File: src/rtl/nbu_pkg.sv
// ----------------------------------------------------------------------------
// nbu_pkg
// Shared types, codes and elaboration-time helpers for the neuron
// backpropagation unit: operation and result codes, queue entry types, the
// saturation helper and the activation table generator.
// ----------------------------------------------------------------------------
package nbu_pkg;

    localparam int IDX_W       = 6;
    localparam int DATA_W      = 16;
    localparam int CFG_IDX_W   = 2;
    localparam int CFG_DATA_W  = 12;
    localparam int ACC_W       = 40;
    localparam int QUEUE_DEPTH = 2;

    localparam int DEF_FAN_IN         = 64;
    localparam int DEF_ACT_TABLE_SIZE = 256;

    localparam logic [11:0] LRATE_RESET    = 12'd614;
    localparam logic [11:0] MOMENTUM_RESET = 12'd2048;

    typedef enum logic [2:0] {
        OP_LOAD     = 3'd0,
        OP_FORWARD  = 3'd1,
        OP_OUT_GRAD = 3'd2,
        OP_HIDDEN   = 3'd3,
        OP_UPDATE   = 3'd4
    } op_t;

    typedef enum logic [1:0] {
        KIND_WEIGHT   = 2'd0,
        KIND_OUTPUT   = 2'd1,
        KIND_GRADIENT = 2'd2
    } kind_t;

    typedef enum logic [CFG_IDX_W-1:0] {
        CFG_ACT_MODE = 2'd0,
        CFG_LRATE    = 2'd1,
        CFG_MOMENTUM = 2'd2
    } cfg_reg_t;

    typedef enum logic [4:0] {
        ST_IDLE,
        ST_LOAD,
        ST_FMUL,
        ST_FACC,
        ST_FACT,
        ST_FOUT,
        ST_HMUL,
        ST_HACC,
        ST_DMUL,
        ST_DRND,
        ST_GMUL,
        ST_GOUT,
        ST_HLO,
        ST_HHI,
        ST_HOUT,
        ST_UMUL1,
        ST_UMUL2,
        ST_UDEL,
        ST_UWR
    } state_t;

    typedef struct packed {
        op_t                       op;
        logic [IDX_W-1:0]          idx;
        logic                      inr;
        logic signed [DATA_W-1:0]  val;
        logic signed [DATA_W-1:0]  coef;
        logic                      last;
    } cmd_t;

    typedef struct packed {
        kind_t                     kind;
        logic signed [DATA_W-1:0]  value;
        logic                      sat;
    } result_t;

    typedef struct packed {
        logic signed [DATA_W-1:0]  v;
        logic                      f;
    } sat_t;

    // Clip a wide signed value to the 16-bit range and flag the clip.
    function automatic sat_t sat16(logic signed [63:0] v);
        sat_t r;
        if (v > 64'sd32767) begin
            r.v = 16'sh7fff;
            r.f = 1'b1;
        end else if (v < -64'sd32768) begin
            r.v = 16'sh8000;
            r.f = 1'b1;
        end else begin
            r.v = v[15:0];
            r.f = 1'b0;
        end
        return r;
    endfunction

    // Restoring long division, used only while building constant tables.
    function automatic logic [63:0] udiv64(logic [63:0] n, logic [63:0] d);
        logic [63:0] rem;
        logic [63:0] q;
        rem = '0;
        q   = '0;
        for (int b = 63; b >= 0; b--) begin
            rem = {rem[62:0], n[b]};
            if (rem >= d) begin
                rem  = rem - d;
                q[b] = 1'b1;
            end
        end
        return q;
    endfunction

    // exp(-t) in Q30 for t in Q12: fifth-order series on t/256, then eight
    // squarings. Intermediate values wrap at 64 bits.
    function automatic logic [63:0] exp_neg(logic [63:0] t);
        logic [63:0] y;
        logic [63:0] term;
        logic [63:0] sum;
        logic [63:0] p;
        y    = t << 10;
        term = 64'd1 << 30;
        sum  = 64'd1 << 30;
        for (int k = 1; k <= 5; k++) begin
            p = (term * y) >> 30;
            case (k)
                1:       term = p;
                2:       term = p / 2;
                3:       term = p / 3;
                4:       term = p / 4;
                default: term = p / 5;
            endcase
            if (k % 2 == 1) begin
                sum = sum - term;
            end else begin
                sum = sum + term;
            end
        end
        for (int i = 0; i < 8; i++) begin
            sum = (sum * sum + (64'd1 << 29)) >> 30;
        end
        return sum;
    endfunction

    // Activation table entry i of a table of the given size; mode 0 is the
    // sigmoid, mode 1 the hyperbolic tangent.
    function automatic logic signed [15:0] act_entry(int mode, int i, int size);
        logic [63:0]        n;
        logic signed [63:0] x;
        logic [63:0]        a;
        logic [63:0]        e;
        logic [63:0]        d;
        logic [63:0]        q;
        logic signed [63:0] r;
        n = 64'(i) * 64'd65536 + 64'd32768;
        x = $signed(udiv64(n, 64'(size))) - 64'sd32768;
        a = (x < 0) ? 64'(-x) : 64'(x);
        if (mode == 0) begin
            e = exp_neg(a);
            d = (64'd1 << 30) + e;
            q = udiv64((64'd1 << 42) + (d >> 1), d);
            r = (x < 0) ? 64'sd4096 - $signed(q) : $signed(q);
        end else begin
            e = exp_neg(a << 1);
            d = (64'd1 << 30) + e;
            q = udiv64((((64'd1 << 30) - e) << 12) + (d >> 1), d);
            r = (x < 0) ? -$signed(q) : $signed(q);
        end
        return r[15:0];
    endfunction

endpackage

File: src/rtl/nbu_fifo.sv
// ----------------------------------------------------------------------------
// nbu_fifo
// Small register queue with push/full and pop/empty sides.
// ----------------------------------------------------------------------------
module nbu_fifo #(
    parameter int WIDTH = 8,
    parameter int DEPTH = nbu_pkg::QUEUE_DEPTH
) (
    input  logic             clk,
    input  logic             rst_n,
    input  logic             push,
    input  logic [WIDTH-1:0] wr_data,
    output logic             full,
    input  logic             pop,
    output logic [WIDTH-1:0] rd_data,
    output logic             empty
);

    localparam int PW = (DEPTH > 1) ? $clog2(DEPTH) : 1;

    logic [WIDTH-1:0] mem_reg [DEPTH];
    logic [PW-1:0]    wr_ptr_reg;
    logic [PW-1:0]    wr_ptr_next;
    logic [PW-1:0]    rd_ptr_reg;
    logic [PW-1:0]    rd_ptr_next;
    logic [PW:0]      count_reg;
    logic [PW:0]      count_next;
    logic             do_push;
    logic             do_pop;

    assign full    = (count_reg == (PW+1)'(DEPTH));
    assign empty   = (count_reg == '0);
    assign do_push = push && !full;
    assign do_pop  = pop && !empty;
    assign rd_data = mem_reg[rd_ptr_reg];

    always_comb
    begin
        wr_ptr_next = wr_ptr_reg;
        rd_ptr_next = rd_ptr_reg;
        count_next  = count_reg;
        if (do_push)
        begin
            wr_ptr_next = (wr_ptr_reg == PW'(DEPTH - 1)) ? '0 : wr_ptr_reg + 1'b1;
        end
        if (do_pop)
        begin
            rd_ptr_next = (rd_ptr_reg == PW'(DEPTH - 1)) ? '0 : rd_ptr_reg + 1'b1;
        end
        if (do_push && !do_pop)
        begin
            count_next = count_reg + 1'b1;
        end
        else if (do_pop && !do_push)
        begin
            count_next = count_reg - 1'b1;
        end
    end

    always_ff @(posedge clk or negedge rst_n)
    begin
        if (!rst_n)
        begin
            wr_ptr_reg <= '0;
            rd_ptr_reg <= '0;
            count_reg  <= '0;
        end
        else
        begin
            wr_ptr_reg <= wr_ptr_next;
            rd_ptr_reg <= rd_ptr_next;
            count_reg  <= count_next;
        end
    end

    always_ff @(posedge clk)
    begin
        if (do_push)
        begin
            mem_reg[wr_ptr_reg] <= wr_data;
        end
    end

endmodule

File: config.mk
export PLATFORM = sky130hd
export DESIGN_NAME = nbu_fifo
export DESIGN_NICKNAME = d
export VERILOG_FILES = /design/src/rtl/nbu_pkg.sv /design/src/rtl/nbu_fifo.sv
export SDC_FILE = /design/constraint.sdc
export NUM_CORES = 1
export LEC_CHECK = 0
export ABC_AREA = 1
export BUFFER_PORTS_ARGS = -buffer_cell sky130_fd_sc_hd__buf_4
export CORE_MARGIN = 2
export CORE_UTILIZATION = 56
export CTS_BUF_LIST = sky130_fd_sc_hd__clkbuf_8
export DETAILED_ROUTE_END_ITERATION = 6
export PLACE_DENSITY = 0.83
export REMOVE_ABC_BUFFERS = 1
export SYNTH_ARGS = -nofsm -noshare
export SYNTH_HDL_FRONTEND = slang
export SYNTH_SLANG_ARGS = --single-unit
File: constraint.sdc
create_clock -name clk -period 3.7 [get_ports clk]
set_input_delay 0.185 -clock clk [delete_from_list [all_inputs] [get_ports clk]]
set_output_delay 0.185 -clock clk [all_outputs]
set_load 0.03 [all_outputs]
* After elaboration in Yosys (flattened, before gate mapping) *
Memory sizes are Yosys's and may differ from the RTL's.
Index checks and enable logic that the tools add are counted.

operators by class
  reductions and logical operators = 10
  $add $sub $neg = 4
  equal/unequal tests = 1
  multiplexer cells = 6

operators by type and width
  kind                                                                 number
  1-bit logical AND                                                    4
  1-bit zero test                                                      4
  1-bit two-way mux                                                    4
  2-bit two-way mux                                                    2
  1-bit adder (second input constant)                                  2
  2-bit by 1-bit adder with 2-bit output (second input constant)       1
  2-bit equality test (second input constant)                          1
  2-bit zero test                                                      1
  2-bit nonzero test                                                   1
  2-bit by 1-bit subtractor with 2-bit output (second input constant)  1

storage, ports and cells
  bits in writable memories = 16
  word-level logic and storage cells = 25
  flip-flop bits (word level) = 4
  memories kept = 1
  input bits = 12

memory list
  name     words  width  read ports  clocked after Yosys merged registers in  wr ports  RTL line        RTL
  mem_reg  2      8      1           0                                        1         nbu_fifo.sv:21  logic [WIDTH-1:0] mem_reg [DEPTH];

* Longest topological paths before layout *
  depth after elaboration = 7
  mapped depth = 9
  mapped depth without buffers = 9

* Worst setup path after synthesis *
No wires, ideal clock.

  path kind = register -> register
  from = register count_reg[0]
  to = register count_reg[1]
  arrival time = 1.362 ns
  cell stages (with the launch flop) = 8
  path slack = 2.221 ns
  data required time = 3.583 ns
  library setup time = 0.117 ns
  cells stage by stage = dfrtp_1 > nor2_2 > nor2_2 > ha_1 > inv_1 > nand3_1 > nand2_1 > nand2_1

between the ends
  cells in the longest elaborated chain, start to end = 6

RTL lines
  item                                 RTL line        RTL
  start, declared                      nbu_fifo.sv:26  logic [PW:0] count_reg;
  start signal, assigned               nbu_fifo.sv:72  count_reg <= count_next;
  2-bit equality test (*)              nbu_fifo.sv:31  assign full = (count_reg == (PW+1)'(DEPTH));
  net full                             nbu_fifo.sv:13  output logic full,
  1-bit zero test (*)                  nbu_fifo.sv:33  assign do_push = push && !full;
  1-bit logical AND (*)                nbu_fifo.sv:33
  1-bit zero test                      nbu_fifo.sv:54  else if (do_pop && !do_push)
  1-bit logical AND                    nbu_fifo.sv:54
  2-bit nonzero test (no source line)  n/a

Mark *: on every way through the listed nets, which the timed path passes. The rest lies on a longest branch. The select of a mux whose other input is x is not followed.
A chain may end at the register's enable or synchronous reset.

* Final worst setup path *
  from = register count_reg[0]
  to = memory mem_reg[1][0] (enable)

between the ends
  cells in the longest elaborated chain, start to end = 5

RTL lines
  item                                     RTL line        RTL
  2-bit equality test                      nbu_fifo.sv:31
  1-bit zero test                          nbu_fifo.sv:33
  1-bit logical AND                        nbu_fifo.sv:33
  1-bit two-way mux                        nbu_fifo.sv:78  if (do_push)
  1-bit two-way mux (not written as such)  nbu_fifo.sv:80  mem_reg[wr_ptr_reg] <= wr_data;
  end, declared                            nbu_fifo.sv:21

Every way passes these cells.

==> results.cfg <==
[global_route]
grt_pass1_wl_um = 2753
grtUsageTotal = 0.2193
grt.overflow.total = 0
antenna_found_initial = 0
grt_max_degree = 13
grt_pass1_vias = 600

[clock_network]
cts.sinks = 20
root_buffer = clkbuf_8
postCtsSetupBuffers = 0
cts_buffers = 3
clk_pin_slew_ns = 0.07
cts_tree = yes
htree_levels = 1
cts_max_path_buffers = 2
clk_latency_ns = 0.26

[critical_path]
required_ns = 3.60
critPathLaunchType = flop
crit_type = reg -> reg
regToRegSetupSlack_ns = 2.17
r2r_end = mem_reg[1][0]
reg2reg_depth = 2
reg2reg_from = count_reg[0]
setup.worst_path.start = count_reg[0]
critPathCaptureType = flop
cp_max_fo = 8
crit_arrival_ns = 1.43

[hold_path]
whs_endpoint = mem_reg[0][7]
min_from = wr_data[7]
min_path_cells = 1
hp-class = in -> reg

[floorplan]
die_w_um = 42.02
initial_core_util = 0.6069
die_h_um = 42.02
die_area_um2 = 1766
core_area_um2 = 1334
ios = 22
rows = 13

[placed_design]
hpwl_um = 1179
portBuffers = 21
place.gp.congestion = 0.9048

[yosys]
syn_avg_cell_area_um2 = 11.09
synth_area_leaders = edfxtp_1 59%, nand2_1 15%, dfrtp_1 12%, inv_1 3.2%, ha_1 1.5%
yosysWarnings = 0
synth_top_cell_by_area = edfxtp_1
synth-seq-cells = 20
synth_top_area_share = 0.5935
synthesis.area_um2 = 809.5
ys_seq_area_frac = 0.7172
synthCells = 73
synthDistinctLibCells = 14

[outcome]
status = finished clean

[sta]
period_minus_slack_ns = 1.530
timing.fmax_mhz = 653.5
relSlewSlack = 0.5659
fin_crit_sh = 0.4135
maxSlewViolCount = 0
hold_viol = 0
tns_ns = 0
setup_viol = 0
tightest_slew_ns = 0.6487
fin_worst_skew_ns = 0.0002905
rsz0062_at_grt = no

[drt]
first_iter_violations = 22
viasPerCell = 5.177
wl_per_cell_um = 15.00
vias = 585
dr.pass1.iters = 3
drc = 0
drt.antenna.violating_nets = 0
postRouteWirelength_um = 1695

[layout]
largest_reg_flops = 16
final_common_cell = nand2_1
nets = 112
syn2layout_area_growth_pct = 31.22
antenna_cells = 0
layout_common_cells = 33 x nand2_1, 21 x buf_4, 16 x edfxtp_1
final_layout_size_suffix_gt1_frac = 0.2857
fillers = 78

[pwr]
peakVddDrop_uv = 612.3
power_mw = 0.9822
p_leak_nw = 0.5008
powerDensity_nw_per_um2 = 924.6

[flow_run]
cap_violations = 0
[critical path: stages, from the launching register on]
cell and delay (ns):
dfrtp_1 0.48, o21ai_0 0.16, nor2_1 0.52
[how the worst max path moves through the flow]
stage	endpoint
after detailed placement	mem_reg[1][0]
after floorplan	count_reg[1]
after global placement	mem_reg[1][3]
after CTS	mem_reg[1][6]
final	mem_reg[1][0]
after global routing	mem_reg[1][4]
[final cells by class]
cell class	count	area (um^2)	share of cell area
timing repair buffer	22	167.7	0.1578
clock inverter	1	30.03	0.02827
tap	15	18.77	0.01767
clock buffer	3	41.29	0.03887
multi-input combinational	44	193.9	0.1826
inverter	8	30.03	0.02827
sequential	20	580.6	0.5465
[synth_stat cells]
master and n:
nor2_1 2, ha_1 1, inv_2 1, xnor2_1 1
buf_2 1, nand4_1 1, nand3b_1 1, nand2_1 33
inv_1 7, edfxtp_1 16, nand3_1 1, nor2_2 2
dfrtp_1 4, o21ai_0 2
[report_power, final]
group          internal [mW]  switching [mW]
Combinational          0.136           0.270
Sequential             0.313          0.0470
Clock                  0.144          0.0710
[routing by layer]
layer	vias up	share of wire	GRT usage
met5	-	0	0
met4	0	0.014	0.07500
met3	4	0.050	0.05603
met2	20	0.52	0.3781
met1	278	0.42	0.2695
li1	283	-	-
[stage by stage]
stage	cell area, um^2	hold slack (ns)	std cells	setup WS (ns)	utilization
final	1062	0.1064	113	2.170	0.7964
after global routing	1062	0.1008	113	2.044	0.7964
after CTS	1062	0.1061	113	2.160	0.7964
after detailed placement	980.9	-0.01418	108	2.197	0.7355
after global placement	980.9	-0.01463	108	2.263	0.7355
after floorplan	804.5	-0.1106	72	2.221	-
[cell families (layout without fill, tap and decap cells)]
group / count (synthesis) / count (layout) / synth area share
AND/OR/NAND/NOR: 40 / 40 / 0.2009
flip-flops: 20 / 20 / 0.7172
buffers and inverters: 9 / 34 / 0.04327
XOR/XNOR: 1 / 1 / 0.01082
adder cells (fa/ha/maj): 1 / 1 / 0.01545
AO/OA/AOI/OAI: 2 / 2 / 0.01237
[what timing repair did]
item / in CTS / in global routing
setup endpoints to repair: 0 / 0
resized for setup: 0 / 0
hold buffers: 1 / 0
endpoints found under the hold margin: 4 / 0
Note: power is estimated with default switching activity, not from simulation.
